--- src/hdl/assert_macros.svh ---
// ---------------------------------------------------------------------------
// Assertion macros
// Shared concurrent assertion forms, removed when SYNTHESIS is defined.
// ---------------------------------------------------------------------------
`ifndef ASSERT_MACROS_SVH
`define ASSERT_MACROS_SVH
`ifndef SYNTHESIS
`define ASSERT_ALWAYS(label, clk, rst_n, expr) \
    label: assert property (@(posedge clk) disable iff (!rst_n) (expr)) \
        else $error("assertion failed");
`define ASSERT_NEXT(label, clk, rst_n, ante, cons) \
    label: assert property (@(posedge clk) disable iff (!rst_n) (ante) |=> (cons)) \
        else $error("assertion failed");
`else
`define ASSERT_ALWAYS(label, clk, rst_n, expr)
`define ASSERT_NEXT(label, clk, rst_n, ante, cons)
`endif
`endif

--- src/hdl/psa_pkg.sv ---
// ---------------------------------------------------------------------------
// Pooled slot allocator package
// Sizes, codes and the command and status types shared by the modules.
// ---------------------------------------------------------------------------
package psa_pkg;
    localparam int NUM_TYPES      = 4;
    localparam int SLOTS_PER_TYPE = 16;
    localparam int TYPE_W         = 2;
    localparam int SLOT_W         = 4;
    localparam int IDX_W          = TYPE_W + SLOT_W;
    localparam int TOTAL_SLOTS    = NUM_TYPES * SLOTS_PER_TYPE;
    localparam int SIZE_W         = 5;
    localparam int HANDLE_W       = 31;
    localparam int TIME_W         = 32;
    localparam int LIFE_W         = 16;
    localparam int OP_W           = 2;
    localparam int STATUS_W       = 3;

    localparam logic [OP_W-1:0] OP_ACTIVATE = 2'd0;
    localparam logic [OP_W-1:0] OP_STOP     = 2'd1;
    localparam logic [OP_W-1:0] OP_TICK     = 2'd2;
    localparam logic [OP_W-1:0] OP_NONE     = 2'd3;

    localparam logic [STATUS_W-1:0] ST_ACTIVATED = 3'd0;
    localparam logic [STATUS_W-1:0] ST_EVICTED   = 3'd1;
    localparam logic [STATUS_W-1:0] ST_UNCONFIG  = 3'd2;
    localparam logic [STATUS_W-1:0] ST_STOPPED   = 3'd3;
    localparam logic [STATUS_W-1:0] ST_NOTFOUND  = 3'd4;
    localparam logic [STATUS_W-1:0] ST_EXPIRED   = 3'd5;
    localparam logic [STATUS_W-1:0] ST_TICK_IDLE = 3'd6;

    typedef struct packed {
        logic              latch;
        logic              pop_rd;
        logic              pop_wr;
        logic              scan_rd;
        logic              finish;
        logic [IDX_W-1:0]  addr;
    } psa_cmd_t;

    typedef struct packed {
        logic [OP_W-1:0]   op;
        logic [TYPE_W-1:0] ftype;
        logic              can_pop;
    } psa_stat_t;

    typedef struct packed {
        logic [HANDLE_W-1:0] handle;
        logic [TIME_W-1:0]   act_time;
        logic [LIFE_W-1:0]   life;
    } psa_slot_t;

    function automatic logic [SIZE_W-1:0] sat_size(input logic [SIZE_W-1:0] s);
        if (s > SIZE_W'(SLOTS_PER_TYPE))
            sat_size = SIZE_W'(SLOTS_PER_TYPE);
        else
            sat_size = s;
    endfunction
endpackage

--- src/hdl/psa_ctrl.sv ---
// ---------------------------------------------------------------------------
// Pooled slot allocator controller
// Sequences pop, scan and finish steps and drives the slot scan address.
// ---------------------------------------------------------------------------
`include "assert_macros.svh"
module psa_ctrl (
    input  logic                      clk,
    input  logic                      rst_n,
    input  logic                      start,
    input  logic [psa_pkg::OP_W-1:0]  opcode,
    input  psa_pkg::psa_stat_t        stat,
    output psa_pkg::psa_cmd_t         cmd,
    output logic                      busy
);
    localparam logic [2:0] S_IDLE   = 3'd0;
    localparam logic [2:0] S_DECIDE = 3'd1;
    localparam logic [2:0] S_POP_RD = 3'd2;
    localparam logic [2:0] S_POP_WR = 3'd3;
    localparam logic [2:0] S_SCAN   = 3'd4;
    localparam logic [2:0] S_DRAIN  = 3'd5;
    localparam logic [2:0] S_FINISH = 3'd6;

    logic [2:0]                state_reg, state_next;
    logic [psa_pkg::IDX_W-1:0] addr_reg, addr_next;
    logic                      scan_end;

    assign busy = (state_reg != S_IDLE);
    assign scan_end = (stat.op == psa_pkg::OP_ACTIVATE)
        ? (addr_reg[psa_pkg::SLOT_W-1:0] == {psa_pkg::SLOT_W{1'b1}})
        : (addr_reg == {psa_pkg::IDX_W{1'b1}});

    always_comb
    begin
        state_next = state_reg;
        addr_next  = addr_reg;
        cmd        = '0;
        cmd.addr   = addr_reg;
        unique case (state_reg)
            S_IDLE:
            begin
                if (start)
                begin
                    cmd.latch = 1'b1;
                    if (opcode != psa_pkg::OP_NONE)
                        state_next = S_DECIDE;
                end
            end
            S_DECIDE:
            begin
                if (stat.op == psa_pkg::OP_ACTIVATE)
                begin
                    if (stat.can_pop)
                        state_next = S_POP_RD;
                    else
                    begin
                        state_next = S_SCAN;
                        addr_next  = {stat.ftype, {psa_pkg::SLOT_W{1'b0}}};
                    end
                end
                else
                begin
                    state_next = S_SCAN;
                    addr_next  = '0;
                end
            end
            S_POP_RD:
            begin
                cmd.pop_rd = 1'b1;
                state_next = S_POP_WR;
            end
            S_POP_WR:
            begin
                cmd.pop_wr = 1'b1;
                state_next = S_IDLE;
            end
            S_SCAN:
            begin
                cmd.scan_rd = 1'b1;
                if (scan_end)
                    state_next = S_DRAIN;
                else
                    addr_next = addr_reg + 1'b1;
            end
            S_DRAIN:
            begin
                state_next = S_FINISH;
            end
            S_FINISH:
            begin
                cmd.finish = 1'b1;
                state_next = S_IDLE;
            end
            default:
            begin
                state_next = S_IDLE;
            end
        endcase
    end

    always_ff @(posedge clk or negedge rst_n)
    begin
        if (!rst_n)
        begin
            state_reg <= S_IDLE;
            addr_reg  <= '0;
        end
        else
        begin
            state_reg <= state_next;
            addr_reg  <= addr_next;
        end
    end

    `ASSERT_NEXT(a_pop_pair, clk, rst_n, state_reg == S_POP_RD, state_reg == S_POP_WR)
    `ASSERT_ALWAYS(a_pop_ok, clk, rst_n, !cmd.pop_rd || stat.can_pop)
    `ASSERT_NEXT(a_drain, clk, rst_n, state_reg == S_DRAIN, state_reg == S_FINISH)
endmodule

--- config.mk ---
export PLATFORM = sky130hd
export DESIGN_NAME = psa_ctrl
export DESIGN_NICKNAME = d
export VERILOG_FILES = /design/src/hdl/psa_pkg.sv /design/src/hdl/psa_ctrl.sv
export VERILOG_INCLUDE_DIRS = /design/src /design/src/hdl
export SDC_FILE = /design/constraint.sdc
export NUM_CORES = 1
export LEC_CHECK = 0
export BUFFER_PORTS_ARGS = -buffer_cell sky130_fd_sc_hd__buf_4
export CORE_MARGIN = 8
export CORE_UTILIZATION = 42
export CTS_CLUSTER_SIZE = 14
export DETAILED_ROUTE_END_ITERATION = 7
export PLACE_DENSITY_LB_ADDON = 0.08
export REMOVE_ABC_BUFFERS = 1
export SKIP_LAST_GASP = 1
export SLEW_MARGIN = 15
export SYNTH_ARGS = -nofsm -noshare
export SYNTH_HDL_FRONTEND = slang
export SYNTH_SLANG_ARGS = --single-unit
--- constraint.sdc ---
create_clock -name clk -period 1.4 [get_ports clk]
set_input_delay 0.35 -clock clk [delete_from_list [all_inputs] [get_ports clk]]
set_output_delay 0.35 -clock clk [all_outputs]
set_load 0.02 [all_outputs]
# --- Word level (Yosys, flattened, before mapping) ---
# Cells that the tools add are included.
totals:
  ff_bits: 9
  latch_bits: 0
  mem_bits_rw: 0
  romBits: 0
  inputBits: 10
  output_inout_bits: 12
  elab_cells: 40
  mem_count: 0
op_classes:
  addsub: 1
  n_mul: 0
  n_div: 0
  n_lt_le_gt_ge: 0
  n_eq_ne: 14
  n_shift: 0
  muxes: 17
  n_bitwise: 0
  n_reduce_logical: 6
op_table:
  columns: ["operator", "n"]
  rows:
  - ["6-bit 2-to-1 mux", 3]
  - ["3-bit 2-to-1 mux", 5]
  - ["3-bit case mux with 5 select lines", 1]
  - ["6-bit case mux with 2 select lines", 1]
  - ["2-bit inequality test (second input constant)", 5]
  - ["3-bit equality test (second input constant)", 3]
  - ["1-bit 2-to-1 mux", 7]
  - ["6-bit by 1-bit adder with 6-bit output (second input constant)", 1]
  - ["3-bit by 2-bit equality test with 1-bit output (second input constant)", 2]
  - ["6-bit equality test (second input constant)", 1]
  - ["3-bit AND reduction", 2]
  - ["4-bit equality test (second input constant)", 1]
  - ["3-bit by 1-bit equality test with 1-bit output (second input constant)", 1]
  - ["3-bit zero test", 1]
  - ["3-bit inequality test (second input constant)", 1]
  - ["3-bit nonzero test", 1]
  - ["2-bit zero test", 1]
  - ["2-bit nonzero test", 1]

# --- Depth between registers and ports, before layout ---
depth:
  word_depth: 4
  ltp_mapped: 7

# --- Least setup slack after synthesis ---
# OpenSTA, ideal clock, no wires.
synth_path:
  path_type: "register -> output"
  startpoint: "register state_reg[0]"
  endpoint: "output port cmd[10] in the netlist's numbering"
  arrival_time_ps: 1288
  required_time_ps: 1050
  setup_slack_ps: -238
  stages_incl_launch_ff: 4
  path_buffers: 1
  path_cell_list: "dfrtp_1 -> buf_6 -> or3_1 -> nor2_1"
synth_rtl:
  columns: ["item", "line", "rtl"]
  rows:
  - ["start: declaration", "psa_ctrl.sv:23", "logic [2:0] state_reg, state_next;"]
  - ["start signal: assignment", "psa_ctrl.sv:109", "state_reg <= state_next;"]
  - ["end: declaration", "psa_ctrl.sv:12", "output psa_pkg::psa_cmd_t cmd,"]

==> impl_metrics.tcl <==
set metrics [dict create \
    outcome "complete, but fails checks" \
    violations "setup timing" \
    crit_path_max_incr_delay_ns 0.42 \
    place_area_um2 850 \
    gr-total-overflow 0 \
    hpwl_um 1300 \
    drv_cap 0 \
    globalplace.congestion 0.777 \
    dp.cells 107 \
    drt_iter0_drc 16 \
    cp_cell_sequence "or3_1 > nor2_1 > buf_4" \
    power_density_mw_per_mm2 2420 \
    nets 112 \
    start_util 0.454 \
    numPortBuffers 21 \
    die_width_um 53.5 \
    setup_tns_ns -1.84 \
    rsz0062_at_grt "true" \
    cp-start-kind "register" \
    syn-cell-area_um2 591 \
    clk_pin_slew_ns 0.07 \
    cts_made_buffers 3 \
    cts_max_path_buffers 2 \
    vdd_drop_max_v 0.00157 \
    finalSetupViolCount 13 \
    final_area_um2 976 \
    design.core.area_mm2 0.00130 \
    io_pins 22 \
    num_vias 613 \
    worst_slack_ns -0.293 \
    leakage_nw 0.474 \
    reg2reg_slack_ns -0.15 \
    wire_per_inst_um 15.4 \
    finalMaxSlewViolations 0 \
    track_usage 0.133 \
    syn2layout_area_growth_pct 65.3 \
    cts.sinks 9 \
    ys_seq_elements 9 \
    avgViaCountPerCell 5.33 \
    grt_max_degree 10 \
    rows 13 \
    crit_type "reg2out" \
    dieArea_mm2 0.00286 \
    htree_levels 1 \
    antenna_found_initial 0 \
    drtAntennaViolNets 0 \
    crit_path_end_kind "output pin" \
    mostFrequentLayoutCells "buf_4 (33), dfrtp_1 (9), nor2_1 (5)" \
    diodes 0 \
    hp-class "in2reg" \
    grt_pass1_vias 609 \
    synth_ff_type "dfrtp_1" \
    synth_warnings 0 \
    root_buffer "clkbuf_4" \
    period_share 1.21 \
    critPathArrivalTime_ns 1.34 \
    syn_inst 59 \
    ys_types 27 \
    critPathMaxFanout 4 \
    period_minus_slack_ns 1.69 \
    relSlewSlack 0.808 \
    layout-drive-gt1-share 0.560 \
    grt_pass1_wl_um 2750 \
    die_y_um 53.5 \
    synth_edf_count 0 \
    crit_slowest_cell "or3_1" \
    synth-seq-area-share 0.381 \
    syn_avg_cell_area_um2 10.0 \
    drc 0 \
    hold_viol 0 \
    largest_reg_flops 6 \
    drt_wl_total_um 1770 \
    first_pass_iters 5 \
    cts_tree "yes" \
    max_freq_mhz 591 \
    final_cells 115 \
    worstMarginPinSlew_ns 0.287 \
    worstPathRequired_ns 1.05 \
    synth-async-reset-ratio 1.00 \
    final_common_cell "buf_4" \
    skew_ns 0.00452 \
    insertion_delay_ns 0.26 \
]
## report_power, final
part           internal (mW)  total [mW]  switching, mW
Clock                  0.110       0.207         0.0972
Sequential             0.376       0.482          0.105
Combinational          0.818        1.67          0.851
## layer usage
layer | vias to the layer above | track usage | part of all wire
li1 | 300 | - | -
met1 | 293 | 0.144 | 0.39
met2 | 18 | 0.244 | 0.54
met3 | 2 | 0.0448 | 0.068
met4 | 0 | 0.0252 | 0.0040
met5 | - | 0 | 0
## logic make-up after synthesis
| group | count (synthesis) | synth area share |
|---|---|---|
| compound gates | 21 | 0.288 |
| simple gates | 21 | 0.208 |
| flops | 9 | 0.381 |
| buf+inv | 6 | 0.0847 |
| mux | 1 | 0.0169 |
| fa+ha+maj | 1 | 0.0212 |
## worst max-delay path, delay by kind of cell, from the launching register on
family / cells / cell delay, ns
simple gates: 2 / 0.53
buf+inv: 1 / 0.15
flops: 1 / 0.40
## layout make-up
| cell class | instances | area [um2] |
|---|---|---|
| Inverter | 4 | 27.5 |
| Multi-Input combinational cell | 44 | 360 |
| Clock buffer | 4 | 26.3 |
| Timing Repair Buffer | 39 | 318 |
| Tap cell | 15 | 18.8 |
| Sequential cell | 9 | 225 |
| Fill cell | 106 | 325 |
## per-stage QoR
stage / power, mW / util / setup WS (ns) / hold slack [ns]
CTS: 2.28 / 0.732 / -0.269 / 0.390
global route: 2.49 / 0.750 / -0.318 / 0.407
global placement: 1.88 / 0.653 / -0.0560 / 0.184
detailed placement: 1.90 / 0.653 / -0.0730 / 0.186
finish: 2.36 / 0.750 / -0.293 / 0.394
floorplan: 1.30 / - / -0.203 / 0.0544
## synthesized netlist by cell type, types with 2 or more instances
cell | instances | share of area
buf_6 | 2 | 0.038
a41oi_1 | 2 | 0.030
nand2_1 | 5 | 0.032
o21a_1 | 2 | 0.025
and3_1 | 2 | 0.021
a31oi_1 | 3 | 0.032
dfrtp_1 | 9 | 0.38
nor2_1 | 5 | 0.032
a21oi_1 | 6 | 0.051
inv_1 | 3 | 0.019
or3b_1 | 2 | 0.030
a2bb2oi_2 | 2 | 0.051
nand3_1 | 2 | 0.017
## path summary, 6_finish.rpt
kind / start / depth (start not counted) / end
worst min-delay path: stat[1] / 3 / addr_reg[4]
min in group asynchronous: rst_n / 2 / addr_reg[4]
worst max-delay path: state_reg[0] / 3 / cmd[10]
max in group asynchronous: rst_n / 2 / addr_reg[0]
worst max register to register: state_reg[0] / 6 / addr_reg[5]
worst min register to register: addr_reg[0] / 2 / addr_reg[0]
## timing repair
| item | in CTS | in global routing |
|---|---|---|
| gates resized for setup | 9 | 5 |
| pin swaps | 4 | 2 |
| hold buffers | 1 | 0 |
| setup endpoints to repair | 10 | 13 |
| buffers inserted | 3 | 0 |
| endpoints found under the hold margin | 9 | 0 |
Note: power is estimated with default switching activity, not from simulation.
